==> config.mk <==
export PLATFORM = sky130hd
export DESIGN_NAME = hex_text_to_bytes_parser
export DESIGN_NICKNAME = d
export VERILOG_FILES = /design/src/rtl/htb_pkg.sv /design/src/rtl/hex_text_to_bytes_parser.sv
export VERILOG_INCLUDE_DIRS = /design/src /design/src/rtl
export SDC_FILE = /design/constraint.sdc
export NUM_CORES = 1
export LEC_CHECK = 0
export BUFFER_PORTS_ARGS = -buffer_cell sky130_fd_sc_hd__buf_2
export CAP_MARGIN = 0
export CORE_MARGIN = 5
export CORE_UTILIZATION = 30
export CTS_BUF_LIST = sky130_fd_sc_hd__clkbuf_4 sky130_fd_sc_hd__clkbuf_8
export DETAILED_ROUTE_END_ITERATION = 8
export SYNTH_ARGS = -nofsm -noshare
export SYNTH_HDL_FRONTEND = slang
export SYNTH_SLANG_ARGS = --single-unit
==> constraint.sdc <==
create_clock -name clock -period 7.7 [get_ports clock]
set_input_delay 0.385 -clock clock [delete_from_list [all_inputs] [get_ports clock]]
set_output_delay 0.385 -clock clock [all_outputs]
set_load 0.02 [all_outputs]
==> src/rtl/assert_macros.svh <==
// Assertion macros used by the parser RTL.
`ifndef ASSERT_MACROS_SVH
`define ASSERT_MACROS_SVH
`ifndef ASSERT_OFF
// Check that a property holds at every rising clock edge outside reset.
`define ASSERT_CLK(lbl, clk, rst, prop) \
   lbl: assert property (@(posedge clk) disable iff (rst) (prop)) \
      else $error("assertion failed");
// Check that a condition never holds at a rising clock edge outside reset.
`define ASSERT_NEVER(lbl, clk, rst, cond) \
   lbl: assert property (@(posedge clk) disable iff (rst) !(cond)) \
      else $error("forbidden condition seen");
`else
`define ASSERT_CLK(lbl, clk, rst, prop)
`define ASSERT_NEVER(lbl, clk, rst, cond)
`endif
`endif

==> src/rtl/htb_pkg.sv <==
// Types, constants and helpers of the hex text to bytes parser.
package htb_pkg;

   localparam int unsigned CHAR_W  = 16;
   localparam int unsigned COUNT_W = 16;
   localparam int unsigned CSR_IDX_W  = 2;
   localparam int unsigned CSR_DATA_W = 16;

   // Register indexes of the configuration port
   localparam logic [CSR_IDX_W-1:0] CSR_WIDE_CHARS     = 2'd0;
   localparam logic [CSR_IDX_W-1:0] CSR_QUOTES_ENABLED = 2'd1;
   localparam logic [CSR_IDX_W-1:0] CSR_OUT_LIMIT      = 2'd2;

   // Reset values of the registers
   localparam logic                RST_WIDE_CHARS     = 1'b0;
   localparam logic                RST_QUOTES_ENABLED = 1'b1;
   localparam logic [COUNT_W-1:0]  RST_OUT_LIMIT      = 16'hFFFF;

   // Character codes
   localparam logic [CHAR_W-1:0] CHAR_NUL   = 16'h0000;
   localparam logic [CHAR_W-1:0] CHAR_DQ    = 16'h0022;
   localparam logic [CHAR_W-1:0] CHAR_SQ    = 16'h0027;
   localparam logic [CHAR_W-1:0] CHAR_0     = 16'h0030;
   localparam logic [CHAR_W-1:0] CHAR_9     = 16'h0039;
   localparam logic [CHAR_W-1:0] CHAR_UC_A  = 16'h0041;
   localparam logic [CHAR_W-1:0] CHAR_UC_F  = 16'h0046;
   localparam logic [CHAR_W-1:0] CHAR_LC_A  = 16'h0061;
   localparam logic [CHAR_W-1:0] CHAR_LC_F  = 16'h0066;
   localparam logic [3:0]        DIGIT_TEN  = 4'd10;

   typedef enum logic [2:0] {
      MODE_HEX = 3'b001,
      MODE_SQ  = 3'b010,
      MODE_DQ  = 3'b100
   } mode_type;

   typedef struct packed {
      logic [CHAR_W-1:0] char_code;
      logic              first_of_string;
   } req_type;

   typedef struct packed {
      logic [7:0]         out_byte;
      logic               byte_valid;
      logic [COUNT_W-1:0] byte_count;
      logic               done_res;
      logic               last_of_run;
   } rsp_type;

   typedef struct packed {
      logic       valid;
      logic [3:0] value;
   } digit_type;

   // Decode one hex digit of either case
   function automatic digit_type hex_digit(input logic [CHAR_W-1:0] ch);
      digit_type d;
      d.valid = 1'b0;
      d.value = 4'd0;
      if (ch >= CHAR_0 && ch <= CHAR_9) begin
         d.valid = 1'b1;
         d.value = 4'(ch - CHAR_0);
      end else if (ch >= CHAR_UC_A && ch <= CHAR_UC_F) begin
         d.valid = 1'b1;
         d.value = 4'(ch - CHAR_UC_A) + DIGIT_TEN;
      end else if (ch >= CHAR_LC_A && ch <= CHAR_LC_F) begin
         d.valid = 1'b1;
         d.value = 4'(ch - CHAR_LC_A) + DIGIT_TEN;
      end
      return d;
   endfunction

endpackage

==> src/rtl/hex_text_to_bytes_parser.sv <==
// Hex text to bytes parser: one character in, one or two result items out.
// Each accepted character's result items are written into a registered result queue.
// Throughput: one character per cycle while req_ready is high; a wide literal character
// yields two items, so req_ready drops after each wide literal character is taken.
// A three-slot result queue absorbs the second item; req_ready drops while it holds two or more.
// Reset (synchronous): parser state and queue cleared, wide_chars 0, quotes on, limit 65535.
`include "assert_macros.svh"
module hex_text_to_bytes_parser (
   input  logic                                 clock,
   input  logic                                 reset,
   input  logic                                 req_valid,
   output logic                                 req_ready,
   input  htb_pkg::req_type                     req_data,
   output logic                                 rsp_valid,
   input  logic                                 rsp_ready,
   output htb_pkg::rsp_type                     rsp_data,
   input  logic                                 csr_we,
   input  logic [htb_pkg::CSR_IDX_W-1:0]        csr_index,
   input  logic [htb_pkg::CSR_DATA_W-1:0]       csr_wdata
);
   import htb_pkg::*;

   localparam int unsigned QDEPTH = 3;

   // Configuration registers
   logic               wide_ff;
   logic               quotes_ff;
   logic [COUNT_W-1:0] limit_ff;

   // Parser state
   mode_type           mode_ff, mode_in;
   logic               pend_ff, pend_in;
   logic [3:0]         hi_ff, hi_in;
   logic [COUNT_W-1:0] cnt_ff, cnt_in;
   logic               stop_ff, stop_in;

   // Result queue, slot 0 is the head
   rsp_type            q_ff [QDEPTH];
   rsp_type            q_in [QDEPTH];
   logic [1:0]         q_cnt_ff, q_cnt_in;

   // Step logic
   logic               req_fire;
   logic               rsp_fire;
   logic               two_res;
   rsp_type            res0, res1;
   mode_type           mode_c, mode_eff;
   logic               pend_c;
   logic [3:0]         hi_c;
   logic [COUNT_W-1:0] cnt_c;
   logic               stop_c;
   logic [CHAR_W-1:0]  ch;
   logic [CHAR_W-1:0]  quote_ch;
   logic [COUNT_W:0]   cnt_p1, cnt_p2, lim_x;
   digit_type          dig;
   logic [1:0]         base;

   assign req_ready = (q_cnt_ff <= 2'd1);
   assign req_fire  = req_valid && req_ready;
   assign rsp_valid = (q_cnt_ff != 2'd0);
   assign rsp_data  = q_ff[0];
   assign rsp_fire  = rsp_valid && rsp_ready;

   // Work out the results and next state of one character
   always_comb begin
      mode_c = req_data.first_of_string ? MODE_HEX : mode_ff;
      pend_c = req_data.first_of_string ? 1'b0 : pend_ff;
      hi_c   = req_data.first_of_string ? 4'd0 : hi_ff;
      cnt_c  = req_data.first_of_string ? '0 : cnt_ff;
      stop_c = req_data.first_of_string ? 1'b0 : stop_ff;

      ch = wide_ff ? req_data.char_code : {8'h00, req_data.char_code[7:0]};

      if (!quotes_ff) begin
         mode_eff = MODE_HEX;
      end else begin
         unique case (mode_c)
            MODE_SQ: mode_eff = MODE_SQ;
            MODE_DQ: mode_eff = MODE_DQ;
            default: mode_eff = MODE_HEX;
         endcase
      end
      quote_ch = (mode_eff == MODE_DQ) ? CHAR_DQ : CHAR_SQ;

      cnt_p1 = {1'b0, cnt_c} + (COUNT_W+1)'(1);
      cnt_p2 = {1'b0, cnt_c} + (COUNT_W+1)'(2);
      lim_x  = {1'b0, limit_ff};
      dig    = hex_digit(ch);

      mode_in = mode_c;
      pend_in = pend_c;
      hi_in   = hi_c;
      cnt_in  = cnt_c;
      stop_in = stop_c;
      two_res = 1'b0;

      res0.out_byte    = 8'h00;
      res0.byte_valid  = 1'b0;
      res0.byte_count  = cnt_c;
      res0.done_res    = 1'b0;
      res0.last_of_run = 1'b1;
      res1             = res0;

      priority if (stop_c) begin
         res0.done_res = 1'b1;
      end else if (cnt_c >= limit_ff || ch == CHAR_NUL) begin
         // Stop on the byte limit or on the string terminator
         stop_in       = 1'b1;
         res0.done_res = 1'b1;
      end else if (mode_eff != MODE_HEX) begin
         // Inside a literal run
         mode_in = mode_eff;
         if (ch == quote_ch) begin
            mode_in = MODE_HEX;
         end else if (!wide_ff) begin
            cnt_in          = cnt_p1[COUNT_W-1:0];
            stop_in         = (cnt_p1 >= lim_x);
            res0.out_byte   = ch[7:0];
            res0.byte_valid = 1'b1;
            res0.byte_count = cnt_p1[COUNT_W-1:0];
            res0.done_res   = (cnt_p1 >= lim_x);
         end else if (cnt_p1 < lim_x) begin
            two_res          = 1'b1;
            cnt_in           = cnt_p2[COUNT_W-1:0];
            stop_in          = (cnt_p2 >= lim_x);
            res0.out_byte    = ch[7:0];
            res0.byte_valid  = 1'b1;
            res0.byte_count  = cnt_p1[COUNT_W-1:0];
            res0.last_of_run = 1'b0;
            res1.out_byte    = ch[15:8];
            res1.byte_valid  = 1'b1;
            res1.byte_count  = cnt_p2[COUNT_W-1:0];
            res1.done_res    = (cnt_p2 >= lim_x);
            res1.last_of_run = 1'b1;
         end else begin
            stop_in       = 1'b1;
            res0.done_res = 1'b1;
         end
      end else begin
         // Hex text
         mode_in = MODE_HEX;
         if (quotes_ff && (ch == CHAR_DQ || ch == CHAR_SQ)) begin
            mode_in = (ch == CHAR_DQ) ? MODE_DQ : MODE_SQ;
            pend_in = 1'b0;
         end else if (dig.valid && !pend_c) begin
            hi_in   = dig.value;
            pend_in = 1'b1;
         end else if (dig.valid) begin
            pend_in         = 1'b0;
            cnt_in          = cnt_p1[COUNT_W-1:0];
            stop_in         = (cnt_p1 >= lim_x);
            res0.out_byte   = {hi_c, dig.value};
            res0.byte_valid = 1'b1;
            res0.byte_count = cnt_p1[COUNT_W-1:0];
            res0.done_res   = (cnt_p1 >= lim_x);
         end
      end
   end

   // Shift the queue on a pop and append new result items behind the survivors
   always_comb begin
      base = q_cnt_ff - {1'b0, rsp_fire};
      for (int i = 0; i < QDEPTH; i++) begin
         if (rsp_fire && i < QDEPTH-1) begin
            q_in[i] = q_ff[i+1];
         end else begin
            q_in[i] = q_ff[i];
         end
         if (req_fire && base == 2'(i)) begin
            q_in[i] = res0;
         end
         if (req_fire && two_res && base + 2'd1 == 2'(i)) begin
            q_in[i] = res1;
         end
      end
      q_cnt_in = base + (req_fire ? (two_res ? 2'd2 : 2'd1) : 2'd0);
   end

   // Configuration writes
   always_ff @(posedge clock) begin
      if (reset) begin
         wide_ff   <= RST_WIDE_CHARS;
         quotes_ff <= RST_QUOTES_ENABLED;
         limit_ff  <= RST_OUT_LIMIT;
      end else if (csr_we) begin
         if (csr_index == CSR_WIDE_CHARS) begin
            wide_ff <= csr_wdata[0];
         end
         if (csr_index == CSR_QUOTES_ENABLED) begin
            quotes_ff <= csr_wdata[0];
         end
         if (csr_index == CSR_OUT_LIMIT) begin
            limit_ff <= csr_wdata;
         end
      end
   end

   // Advance parser state on each accepted item and track the queue count
   always_ff @(posedge clock) begin
      if (reset) begin
         mode_ff  <= MODE_HEX;
         pend_ff  <= 1'b0;
         hi_ff    <= 4'd0;
         cnt_ff   <= '0;
         stop_ff  <= 1'b0;
         q_cnt_ff <= 2'd0;
      end else begin
         if (req_fire) begin
            mode_ff <= mode_in;
            pend_ff <= pend_in;
            hi_ff   <= hi_in;
            cnt_ff  <= cnt_in;
            stop_ff <= stop_in;
         end
         q_cnt_ff <= q_cnt_in;
      end
   end

   // Hold queue payload
   always_ff @(posedge clock) begin
      for (int i = 0; i < QDEPTH; i++) begin
         q_ff[i] <= q_in[i];
      end
   end

   `ASSERT_CLK(a_two_fit, clock, reset,
      (req_fire && two_res) |-> (q_cnt_ff <= 2'd1))
   `ASSERT_CLK(a_stopped_blank, clock, reset,
      (req_fire && stop_ff && !req_data.first_of_string) |->
         (res0.done_res && !res0.byte_valid && !two_res))
   `ASSERT_CLK(a_within_limit, clock, reset,
      (req_fire && res0.byte_valid) |-> (res0.byte_count <= limit_ff))
   `ASSERT_CLK(a_pair_order, clock, reset,
      (req_fire && two_res) |-> (!res0.last_of_run && res1.last_of_run))
   `ASSERT_NEVER(a_queue_over, clock, reset, q_cnt_ff == 2'd3 && !rsp_fire && req_fire)

endmodule

==> results of run 1 <==
## layout by cell type (no fill, tap or decap), types with 8 or more instances in the layout
| cell | count |
|---|---|
| nand2b_1 | 24 |
| o21ai_0 | 103 |
| a22oi_1 | 17 |
| nor3_1 | 37 |
| inv_1 | 42 |
| o211ai_1 | 29 |
| nand4_1 | 11 |
| a21o_1 | 13 |
| and2_1 | 8 |
| xnor2_1 | 29 |
| o22ai_1 | 25 |
| nor2_1 | 80 |
| clkbuf_8 | 17 |
| buf_2 | 68 |
| nor2b_1 | 14 |
| ha_1 | 57 |
| edfxtp_1 | 78 |
| nand3_1 | 43 |
| nand2_1 | 123 |
| buf_4 | 38 |
| and3_1 | 16 |
| dfxtp_1 | 48 |
| a21oi_1 | 88 |
| a31oi_1 | 16 |
| xor2_1 | 13 |
| a211oi_1 | 10 |
## state kept, by name, summed over array words and instances (netlist names), 2 cells and up
signal / count
q_ff: 81
cnt_ff: 16
limit_ff: 16
hi_ff: 4
mode_ff: 3
q_cnt_ff: 2
## stage by stage
| stage | setup WS [ns] | total power (uW) | cell area, um^2 | hold slack [ns] |
|---|---|---|---|---|
| after global placement | 1.43 | 1920 | 10300 | 0.466 |
| after floorplan | 1.65 | 1690 | 9640 | 0.445 |
| final | 1.31 | 2490 | 10600 | 0.120 |
| after CTS | 1.48 | 2510 | 10600 | 0.0978 |
| after detailed placement | 1.36 | 1920 | 10300 | 0.475 |
| after global routing | 0.939 | 2630 | 10600 | 0.114 |
## layer usage
metal  vias up  track usage (%)  wire [um]
met5         -                0          0
met1      4438             28.8      16400
met4         0             9.02       1720
met2       518             32.0      16700
li1       4371                -          -
met3        96             3.50       2990
## final cells by class
type                    instances  area [um^2]  share of cell area (%)
well taps                     402          503                    4.72
multi-input cells             895         5660                    53.2
inverters                      46          173                    1.62
clock inverters                15          146                    1.38
flip-flops and latches        126         3300                    31.0
repair buffers                106          626                    5.88
clock buffers                  17          234                    2.20
## power groups by stage
stage,Clock [uW],Sequential (uW),Combinational [uW]
after floorplan,0,1010,681
after global placement,0,1030,883
after detailed placement,0,1030,885
after CTS,600,1020,889
after global routing,633,1030,967
final,588,1020,887
## cells by family (layout without fill, tap and decap cells)
| group | count (synthesis) | in the layout | share of synthesized area (%) |
|---|---|---|---|
| buf+inv | 152 | 184 | 7.25 |
| simple gates | 402 | 402 | 20.7 |
| xor+xnor | 42 | 42 | 3.82 |
| compound gates | 390 | 390 | 26.1 |
| flops | 126 | 126 | 34.3 |
| fa+ha+maj | 57 | 57 | 7.40 |
| mux | 4 | 4 | 0.415 |
## worst max path at each step
stage | slack, ns | depth (start not counted) | startpoint | end
floorplan | 1.65 | 22 | req_data[0] | q_ff[0][10]
global placement | 1.43 | 22 | req_data[0] | q_ff[0][60]
detailed placement | 1.36 | 22 | req_data[0] | q_ff[0][58]
CTS | 1.48 | 21 | cnt_ff[1] | q_ff[0][69]
global route | 0.94 | 21 | cnt_ff[1] | q_ff[0][69]
finish | 1.31 | 21 | cnt_ff[1] | q_ff[0][69]
## worst min-delay path: cells and delay by family
family,cells,cell delay (ns)
AOI/OAI and AO/OA,1,0.07
buffers and inverters,1,0.08
and+or+nand+nor,1,0.04
==> key figures, run 1 <==
Timing
  – Slew Limit Fails: 0
  – Setup tns final: 0 ns
  – Min cycle time layout: 6.39 ns
  – Endpoints failing hold: 0
  – Max frequency: 0.156 GHz
  – Max-Slew Margin vs Limit: 30.3%
  – RSZ-0062 raised after global routing: no
  – # setup viols final: 0
  – Period utilization: 83.0%
  – Final Skew: 0.0207 ns
  – Worst Tran Pin Value: 1.04 ns

Die
  – FP Rows: 65
  – Die H: 189 um
  – Die ar.: 0.0358 mm^2
  – Initial Util: 30.5%
  – Core Box Area: 0.0316 mm^2
  – Die X: 189 um
  – Ports: 69

Global routing
  – Vias in the first global route: 8921
  – GR Overflow Total: 0
  – Initial antenna violation count: 0
  – Largest net degree at the start of global routing: 35
  – Total track usage: 20.8%
  – First-pass GRT wire length: 57.3 mm

Critical path
  – Top cell by count, worst path: nand3_1
  – WP buf/inv: 4
  – RR Startpoint: cnt_ff[1]
  – Startpoint Class: flop
  – Crit end category: flop
  – Required @ worst endpoint: 7.86 ns
  – R2r endpoint: q_ff[0][69]
  – Crit path largest cell delay: 0.85 ns
  – R2R cell count: 21
  – Worst R2R Setup Slack: 1.31 ns
  – Slowest cell on the critical path: or4b_2
  – Critical path type: flop to flop
  – CP Cell Sequence: nand2b_1, inv_1, ha_1, and3_1, nand4_2, or4b_2, nor2_4, nand2_1, xor2_1, nor2_1, ha_1, nand3_1, o221a_2, o211ai_1, inv_1, nand3_1, nor2_1, nand3_1, buf_4, nand2_1, buf_4
  – Crit path DAT: 6.56 ns
  – Critical path fanouts, max: 15
  – Top delay family on crit path: simple AND/OR/NAND/NOR gates

Yosys
  – Asr flop ratio synth: 0%
  – Synthesized Nets: 1270
  – Synthesized flop and latch total: 126
  – Synth warnings: 0
  – Biggest area consumer among synthesized cells: edfxtp_1
  – Synth Instances: 1173
  – Largest cells by area after synthesis: edfxtp_1 (24%), dfxtp_1 (10%), ha_1 (7.4%), o21ai_0 (5.3%), nand2_1 (4.8%)
  – Post-synth top cells: nand2_1 (123), o21ai_0 (103), a21oi_1 (89), nor2_1 (81), edfxtp_1 (78)
  – Top-count cell post-synth: nand2_1
  – EDFF count, synth: 78
  – Top FF cell, synth: edfxtp_1
  – Post-synthesis cell type count: 81
  – Syn Area/Cell: 8.22 um^2
  – Synthesized area: 0.00964 mm^2
  – Seq/Total Area, Yosys: 34.3%
  – Area share of the largest cell type after synthesis: 24.3%

Placed design
  – Dpl cells: 1575
  – DP HPWL: 27.5 mm
  – Gpl congestion: 1.05
  – IO Port Bufs: 68

Detailed routing
  – DRT iter0 DRCs: 1171
  – Via count: 9423
  – First-pass DRT Iterations: 6
  – Final antenna-violating net count: 0
  – Avg WL per Cell: 23.5 um
  – Via-per-instance ratio: 5.86
  – Drc violations: 0
  – Final WL: 37.8 mm

Power
  – Internal power: 1470 uW
  – Power Density: 234 mW/mm^2
  – Leak Pwr: 0.00417 uW
  – Clock network power share: 23.6%
  – Sequential Power Share: 40.8%
  – Combinational fraction of design power: 35.6%
  – Sw Share: 40.9%
  – Psw: 1020 uW
  – VDD IR max: 137 uV

Clocking
  – Clock Latency Late Sink: 0.49 ns
  – Hold buffer count at cts: 0
  – CTS buffer count: 17
  – Clock-pin slew on the worst setup and hold paths: 0.10 ns
  – PostCTS Resize Cnt: 0
  – Number of post-CTS setup repair buffers: 0
  – Depth of the CTS H-tree: 4
  – Clk sinks: 126
  – Clk buf depth: 2
  – Clk root buf: clkbuf_8
  – CTS tree: yes

Cells and area
  – Ant. Diodes: 0
  – Number of fill cells in the layout: 3250
  – Layout cell share with drive strength beyond 1: 13.8%
  – Fin util: 33.7%
  – Layout Cells excl Fill: 1607
  – P&R area growth vs syn: 10.4%
  – Nets@finish: 1289

Job
  – Max Cap Viol: 0

Worst hold path
  – Hold Path Origin: csr_wdata[10]
  – Hold Crit Depth: 3
  – HP Class: input port to flop
  – Hold Crit Endpoint: limit_ff[10]

Outcome
  – Status: complete, no violations
Power figures use the tool's default switching activity.
==> inputs of run 2 (changes only) <==
Settings changed: ABC_AREA set to 1.
Clock period 7.7 ns to 5.6 ns, I/O delays scaled along.
==> run 2 against run 1 <==
Effect of this change: clock power grew 52%; setup slack lost 0.49 ns; power grew 49%; highest routed layer unchanged.
==> key figures, run 2 <==
Outcome
  – Status: complete, no violations (unchanged)

Critical path
  – R2r endpoint: q_ff[0][14] (was q_ff[0][69])
  – Crit end category: flop (unchanged)
  – Startpoint Class: flop (unchanged)
  – Crit path DAT: 4.99 ns (was 6.56 ns)
  – Critical path type: flop to flop (unchanged)
  – R2R cell count: 28 (was 21)
  – Critical path fanouts, max: 19 (was 15)
  – Worst R2R Setup Slack: 0.81 ns (was 1.31 ns)
  – Required @ worst endpoint: 5.80 ns (was 7.86 ns)
  – Slowest cell on the critical path: xor2_1 (was or4b_2)
  – Setup crit start: cnt_ff[1] (unchanged)
  – RR Startpoint: cnt_ff[1] (unchanged)
  – Top cell by count, worst path: nand2_1 (was nand3_1)
  – Crit path largest cell delay: 0.51 ns (was 0.85 ns)
  – Crit path to: q_ff[0][14] (was q_ff[0][69])

Clocking
  – Hold buffer count at cts: 0 (unchanged)
  – PostCTS Resize Cnt: 0 (unchanged)
  – CTS buffer count: 17 (unchanged)
  – Clk sinks: 126 (unchanged)
  – Clk buf depth: 2 (unchanged)
  – Depth of the CTS H-tree: 4 (unchanged)
  – Clock-pin slew on the worst setup and hold paths: 0.10 ns (about the same)
  – CTS tree: yes (unchanged)
  – Number of post-CTS setup repair buffers: 0 (unchanged)
  – Clock Latency Late Sink: 0.46 ns (was 0.49 ns)
  – Clk root buf: clkbuf_8 (unchanged)

Detailed routing
  – Final WL: 37.4 mm (was 37.8 mm)
  – DRT iter0 DRCs: 997 (was 1171)
  – Via-per-instance ratio: 5.28 (was 5.86)
  – First-pass DRT Iterations: 6 (unchanged)
  – Via count: 10300 (was 9423)
  – Drc violations: 0 (unchanged)
  – Avg WL per Cell: 19.1 um (was 23.5 um)
  – Final antenna-violating net count: 0 (unchanged)

Power
  – Clock network power share: 24.0% (was 23.6%)
  – Overall Power: 3720 uW (was 2490 uW)
  – Power Density: 328 mW/mm^2 (was 234 mW/mm^2)
  – Sw Share: 40.7% (was 40.9%)
  – Internal power: 2210 uW (was 1470 uW)
  – Combinational fraction of design power: 37.5% (was 35.6%)
  – Leak Pwr: 0.00520 uW (was 0.00417 uW)
  – Psw: 1510 uW (was 1020 uW)
  – Sequential Power Share: 38.4% (was 40.8%)
  – VDD IR max: 157 uV (was 137 uV)

Timing
  – Slew Limit Fails: 0 (unchanged)
  – Endpoints failing hold: 0 (unchanged)
  – Max frequency: 0.209 GHz (was 0.156 GHz)
  – Period utilization: 85.5% (was 83.0%)
  – # setup viols final: 0 (unchanged)
  – Final Skew: 0.0262 ns (was 0.0207 ns)
  – RSZ-0062 raised after global routing: no (unchanged)
  – Setup tns final: 0 ns (unchanged)
  – Worst Tran Pin Value: 1.16 ns (was 1.04 ns)
  – Max-Slew Margin vs Limit: 22.6% (was 30.3%)
  – Min cycle time layout: 4.79 ns (was 6.39 ns)

Yosys
  – Top-count cell post-synth: nand2_1 (unchanged)
  – Synthesized flop and latch total: 126 (unchanged)
  – Largest cells by area after synthesis: edfxtp_1 (23%), nand2_1 (15%), dfxtp_1 (9.5%), ha_1 (7.0%), o21ai_0 (5.9%) (was edfxtp_1 (24%), dfxtp_1 (10%), ha_1 (7.4%), o21ai_0 (5.3%), nand2_1 (4.8%))
  – Synth Instances: 1451 (was 1173)
  – Post-synth top cells: nand2_1 (403), inv_1 (148), o21ai_0 (119), a21oi_1 (94), nor2_1 (90) (was nand2_1 (123), o21ai_0 (103), a21oi_1 (89), nor2_1 (81), edfxtp_1 (78))
  – Area share of the largest cell type after synthesis: 23.1% (was 24.3%)
  – Post-synthesis cell type count: 51 (was 81)
  – Biggest area consumer among synthesized cells: edfxtp_1 (unchanged)
  – Seq/Total Area, Yosys: 32.6% (was 34.3%)
  – Synthesized Nets: 1548 (was 1270)
  – EDFF count, synth: 78 (unchanged)
  – Synthesized area: 0.0101 mm^2 (was 0.00964 mm^2)
  – Syn Area/Cell: 6.98 um^2 (was 8.22 um^2)
  – Synth warnings: 0 (unchanged)
  – Asr flop ratio synth: 0% (unchanged)
  – Top FF cell, synth: edfxtp_1 (unchanged)

Die
  – Initial Util: 30.3% (was 30.5%)
  – Die ar.: 0.0375 mm^2 (was 0.0358 mm^2)
  – Core Box Area: 0.0334 mm^2 (was 0.0316 mm^2)
  – Die X: 194 um (was 189 um)
  – Ports: 69 (unchanged)
  – Die H: 194 um (was 189 um)
  – FP Rows: 67 (was 65)

Cells and area
  – Fin util: 33.9% (was 33.7%)
  – Largest register FFs: 81 (unchanged)
  – Nets@finish: 1594 (was 1289)
  – Layout cell share with drive strength beyond 1: 13.6% (was 13.8%)
  – Biggest regs: q_ff: 81 flops, cnt_ff: 16 flops, limit_ff: 16 flops (unchanged)
  – Most frequent cells in the layout: nand2_1 (403), inv_1 (148), o21ai_0 (119), a21oi_1 (94), nor2_1 (89) (was nand2_1 (123), o21ai_0 (103), a21oi_1 (88), nor2_1 (80), edfxtp_1 (78))
  – Register with the most flip-flops: q_ff (unchanged)
  – Ant. Diodes: 0 (unchanged)
  – P&R area growth vs syn: 12.1% (was 10.4%)
  – Commonest non-fill, non-tap cell in the layout: nand2_1 (unchanged)
  – Post-route cell area: 0.0113 mm^2 (was 0.0106 mm^2)

Worst hold path
  – HP Class: input port to flop (unchanged)

Global routing
  – Total track usage: 19.4% (was 20.8%)
  – First-pass GRT wire length: 57.8 mm (was 57.3 mm)
  – Vias in the first global route: 9713 (was 8921)
  – GR Overflow Total: 0 (unchanged)
  – Initial antenna violation count: 0 (unchanged)
  – Largest net degree at the start of global routing: 47 (was 35)

Placed design
  – IO Port Bufs: 68 (unchanged)
  – Gpl congestion: 1.04 (was 1.05)
  – DP HPWL: 29.0 mm (was 27.5 mm)
  – Placed Area: 0.0109 mm^2 (was 0.0103 mm^2)

Job
  – Max Cap Viol: 0 (unchanged)
==> run 2: logic make-up after synthesis <==
family | Yosys count | share of synthesized area (%)
adder cells (fa/ha/maj) | 57 | 7.04
buffers and inverters | 254 | 11.0
AO/OA/AOI/OAI | 335 | 18.5
flip-flops | 126 | 32.6
AND/OR/NAND/NOR | 650 | 28.3
XOR/XNOR | 29 | 2.51
==> run 2: how the worst min path moves through the flow <==
stage                             from     endpoint  slack, ns  depth (start not counted)
after floorplan                 csr_we      wide_ff       0.40                          1
after global placement        hi_ff[1]     hi_ff[1]       0.46                          2
after detailed placement    mode_ff[1]   mode_ff[1]       0.46                          2
after CTS                 csr_wdata[1]  limit_ff[1]     0.0007                          3
after global routing      csr_wdata[5]  limit_ff[5]       0.02                          3
final                     csr_wdata[1]  limit_ff[1]       0.03                          3
==> run 2: area by class of cell <==
cell class,count,area [um^2]
inverters,169,634
well taps,448,561
clock buffers,18,241
multi-input cells,1071,5730
fillers,3593,22100
repair buffers,112,708
clock inverters,14,173
flip-flops and latches,126,3300
==> run 2: power by group through the flow <==
stage | registers [uW] | clock network, uW | logic, uW
2_1_floorplan | 1430 | 0 | 1070
3_3_place_gp | 1460 | 0 | 1370
3_5_place_dp | 1450 | 0 | 1390
4_1_cts | 1430 | 915 | 1390
5_1_grt | 1450 | 949 | 1550
6_report | 1430 | 895 | 1400
==> run 2: worst max-delay path: cells and delay by family, from the launching register on <==
kind	cells	cell delay, ns
xor gates and xnor gates	1	0.51
adders and majority gates	2	0.47
buffers and inverters	2	0.22
DFF	1	0.37
and+or+nand+nor	20	2.49
AOI/OAI and AO/OA	3	0.44
==> run 2: layer usage <==
| metal | GRT usage, % | share of wire (%) | wire length [um] |
|---|---|---|---|
| met1 | 26.4 | 45 | 16800 |
| met2 | 31.8 | 45 | 16900 |
| met3 | 3.23 | 7.0 | 2620 |
| met4 | 5.30 | 2.6 | 975 |
| met5 | 0 | 0 | 0 |
==> run 2: through the flow <==
| stage | hold slack, ns | worst slack [ns] | cells |
|---|---|---|---|
| global placement | 0.456 | 0.852 | 1926 |
| CTS | 0.000729 | 1.00 | 1958 |
| floorplan | 0.395 | 1.42 | 1451 |
| detailed placement | 0.460 | 0.831 | 1926 |
| finish | 0.0270 | 0.810 | 1958 |
| global route | 0.0173 | 0.529 | 1958 |
==> inputs of run 3 (changes only) <==
Settings changed: CELL_PAD_IN_SITES_DETAIL_PLACEMENT set to 0, CELL_PAD_IN_SITES_GLOBAL_PLACEMENT set to 1, PLACE_DENSITY_LB_ADDON set to 0.1.
==> run 3 against run 2 <==
Effect of this change: count of clock-buffer cells in the layout grew 3; critical path type unchanged; fmax fell by 4.1%; clock power decreased by 2%; clock skew down 0.0059 ns; critical path depth did not move; utilization is 0.37 points higher.
==> key figures, run 3 (synthesis gave the netlist of run 2 again) <==
Timing
  – Period utilization: 89.2% (was 85.5%)
  – Max frequency: 0.200 GHz (was 0.209 GHz)
  – Endpoints failing hold: 0 (unchanged)
  – Setup tns final: 0 ns (unchanged)
  – Final Skew: 0.0203 ns (was 0.0262 ns)
  – Min cycle time layout: 5.00 ns (was 4.79 ns)
  – RSZ-0062 raised after global routing: no (unchanged)
  – Max-Slew Margin vs Limit: 42.0% (was 22.6%)
  – Slew Limit Fails: 0 (unchanged)
  – # setup viols final: 0 (unchanged)
  – Worst Tran Pin Value: 0.866 ns (was 1.16 ns)

Power
  – Sequential Power Share: 38.2% (was 38.4%)
  – Combinational fraction of design power: 38.3% (was 37.5%)
  – Sw Share: 40.4% (was 40.7%)
  – VDD IR max: 185 uV (was 157 uV)
  – Psw: 1510 uW (about the same)
  – Leak Pwr: 0.00523 uW (was 0.00520 uW)
  – Internal power: 2230 uW (was 2210 uW)
  – Clock network power share: 23.5% (was 24.0%)
  – Power Density: 326 mW/mm^2 (was 328 mW/mm^2)

Job
  – Max Cap Viol: 0 (unchanged)

Critical path
  – Top cell by count, worst path: nand2_1 (unchanged)
  – Worst path depth: 28 (unchanged)
  – Required @ worst endpoint: 5.82 ns (was 5.80 ns)
  – Slowest cell on the critical path: xor2_1 (unchanged)
  – WP buf/inv: 2 (unchanged)
  – Top delay family on crit path: simple AND/OR/NAND/NOR gates (unchanged)
  – R2r endpoint: q_ff[0][16] (was q_ff[0][14])
  – Setup crit start: cnt_ff[2] (was cnt_ff[1])
  – Crit path DAT: 5.21 ns (was 4.99 ns)
  – RR Startpoint: cnt_ff[2] (was cnt_ff[1])
  – Worst R2R Setup Slack: 0.60 ns (was 0.81 ns)
  – Startpoint Class: flop (unchanged)
  – Crit path largest cell delay: 0.53 ns (was 0.51 ns)
  – Critical path fanouts, max: 24 (was 19)
  – Crit path to: q_ff[0][16] (was q_ff[0][14])
  – R2R cell count: 28 (unchanged)
  – Crit end category: flop (unchanged)
  – Critical path type: flop to flop (unchanged)

Detailed routing
  – Via count: 9944 (was 10300)
  – Detail Route met2 WL: 18.0 mm (was 16.9 mm)
  – Final WL: 40.4 mm (was 37.4 mm)
  – Final antenna-violating net count: 0 (unchanged)
  – First-pass DRT Iterations: 6 (unchanged)
  – Met1 WL: 19.4 mm (was 16.8 mm)
  – Top Metal Used: met4 (unchanged)
  – DRT iter0 DRCs: 833 (was 997)
  – Metal3 WL: 2.13 mm (was 2.62 mm)
  – Avg WL per Cell: 20.5 um (was 19.1 um)
  – Drc violations: 0 (unchanged)
  – Via-per-instance ratio: 5.05 (was 5.28)

Global routing
  – Largest net degree at the start of global routing: 38 (was 47)
  – GR Overflow Total: 0 (unchanged)
  – First-pass GRT wire length: 61.1 mm (was 57.8 mm)
  – Vias in the first global route: 9611 (was 9713)
  – Total track usage: 21.1% (was 19.4%)
  – Initial antenna violation count: 0 (unchanged)

Die
  – Initial Util: 30.3% (unchanged)
  – Die H: 194 um (unchanged)
  – Core Box Area: 0.0334 mm^2 (unchanged)
  – FP Rows: 67 (unchanged)
  – Die X: 194 um (unchanged)
  – Ports: 69 (unchanged)
  – Die ar.: 0.0375 mm^2 (unchanged)

Placed design
  – Placed Area: 0.0109 mm^2 (about the same)
  – IO Port Bufs: 68 (unchanged)
  – DP HPWL: 30.7 mm (was 29.0 mm)
  – Gpl congestion: 0.910 (was 1.04)

Clocking
  – Clock-pin slew on the worst setup and hold paths: 0.09 ns (was 0.10 ns)
  – Clk buf depth: 2 (unchanged)
  – Clk sinks: 126 (unchanged)
  – Hold buffer count at cts: 15 (was 0)
  – Clock Latency Late Sink: 0.49 ns (was 0.46 ns)
  – Clk root buf: clkbuf_8 (unchanged)
  – CTS tree: yes (unchanged)
  – Depth of the CTS H-tree: 4 (unchanged)
  – PostCTS Resize Cnt: 0 (unchanged)
  – CTS buffer count: 17 (unchanged)
  – Number of post-CTS setup repair buffers: 0 (unchanged)

Cells and area
  – P&R area growth vs syn: 13.3% (was 12.1%)
  – Nets@finish: 1605 (was 1594)
  – Most frequent cells in the layout: nand2_1 (403), inv_1 (148), o21ai_0 (119), a21oi_1 (94), nor2_1 (89) (unchanged)
  – Ant. Diodes: 0 (unchanged)
  – Largest register FFs: 81 (unchanged)
  – Commonest non-fill, non-tap cell in the layout: nand2_1 (unchanged)
  – Register with the most flip-flops: q_ff (unchanged)
  – Post-route cell area: 0.0115 mm^2 (was 0.0113 mm^2)
  – Biggest regs: q_ff: 81 flops, cnt_ff: 16 flops, limit_ff: 16 flops (unchanged)
  – Layout cell share with drive strength beyond 1: 13.3% (was 13.6%)

Worst hold path
  – HP Class: input port to flop (unchanged)

Outcome
  – Status: complete, no violations (unchanged)
[run 3: changes by cell type in the layout (fill, tap and decap cells not counted)]
cell / delta
clkinvlp_4: +4
buf_12: +1
clkbuf_8: +2
inv_6: -2
clkbuf_4: +1
clkinv_4: -3
buf_4: -5
inv_8: -3
dlygate4sd3_1: +15
clkinv_2: +1
[run 3: worst reg2reg max path, delay by kind of cell, from the launching register on]
family,cells,cell delay (ns)
compound gates,3,0.41
xor+xnor,1,0.53
fa+ha+maj,2,0.45
buf+inv,2,0.29
flops,1,0.36
simple gates,20,2.70
[run 3: worst min path at each step]
| stage | from | to | slack (ns) | cells past startpoint |
|---|---|---|---|---|
| final | csr_wdata[0] | limit_ff[0] | 0.03 | 3 |
| after global routing | csr_we | wide_ff | 0.04 | 2 |
| after CTS | csr_wdata[0] | limit_ff[0] | 0.005 | 3 |
| after detailed placement | hi_ff[1] | hi_ff[1] | 0.46 | 2 |
| after global placement | hi_ff[1] | hi_ff[1] | 0.46 | 2 |
| after floorplan | csr_we | wide_ff | 0.40 | 1 |
[run 3: power by group through the flow]
stage	clock (uW)	sequential [uW]	combinational (uW)
finish	879	1430	1430
global route	940	1460	1610
CTS	907	1440	1450
detailed placement	0	1460	1440
global placement	0	1460	1430
floorplan	0	1430	1070
[run 3: metrics by stage]
step | setup slack, ns | utilization (%) | power, uW | cells | hold WS, ns
after floorplan | 1.42 | - | 2500 | 1451 | 0.395
after global placement | 0.548 | 32.6 | 2890 | 1922 | 0.457
after detailed placement | 0.525 | 32.6 | 2900 | 1922 | 0.458
after CTS | 0.794 | 34.3 | 3790 | 1969 | 0.00505
after global routing | 0.301 | 34.3 | 4010 | 1969 | 0.0446
final | 0.604 | 34.3 | 3750 | 1969 | 0.0333
[run 3: final cells by class]
cell class              count  area, um^2
clock buffers              21         277
clock inverters            11         130
fillers                  3727       22000
inverters                 169         634
multi-input cells        1071        5730
flip-flops and latches    126        3300
well taps                 448         561
repair buffers            123         841
[run 3: metal layers]
| metal | track usage [%] | up-vias |
|---|---|---|
| met1 | 29.9 | 4668 |
| met4 | 5.80 | 0 |
| li1 | - | 4969 |
| met3 | 3.44 | 44 |
| met2 | 33.5 | 263 |
| met5 | 0 | - |
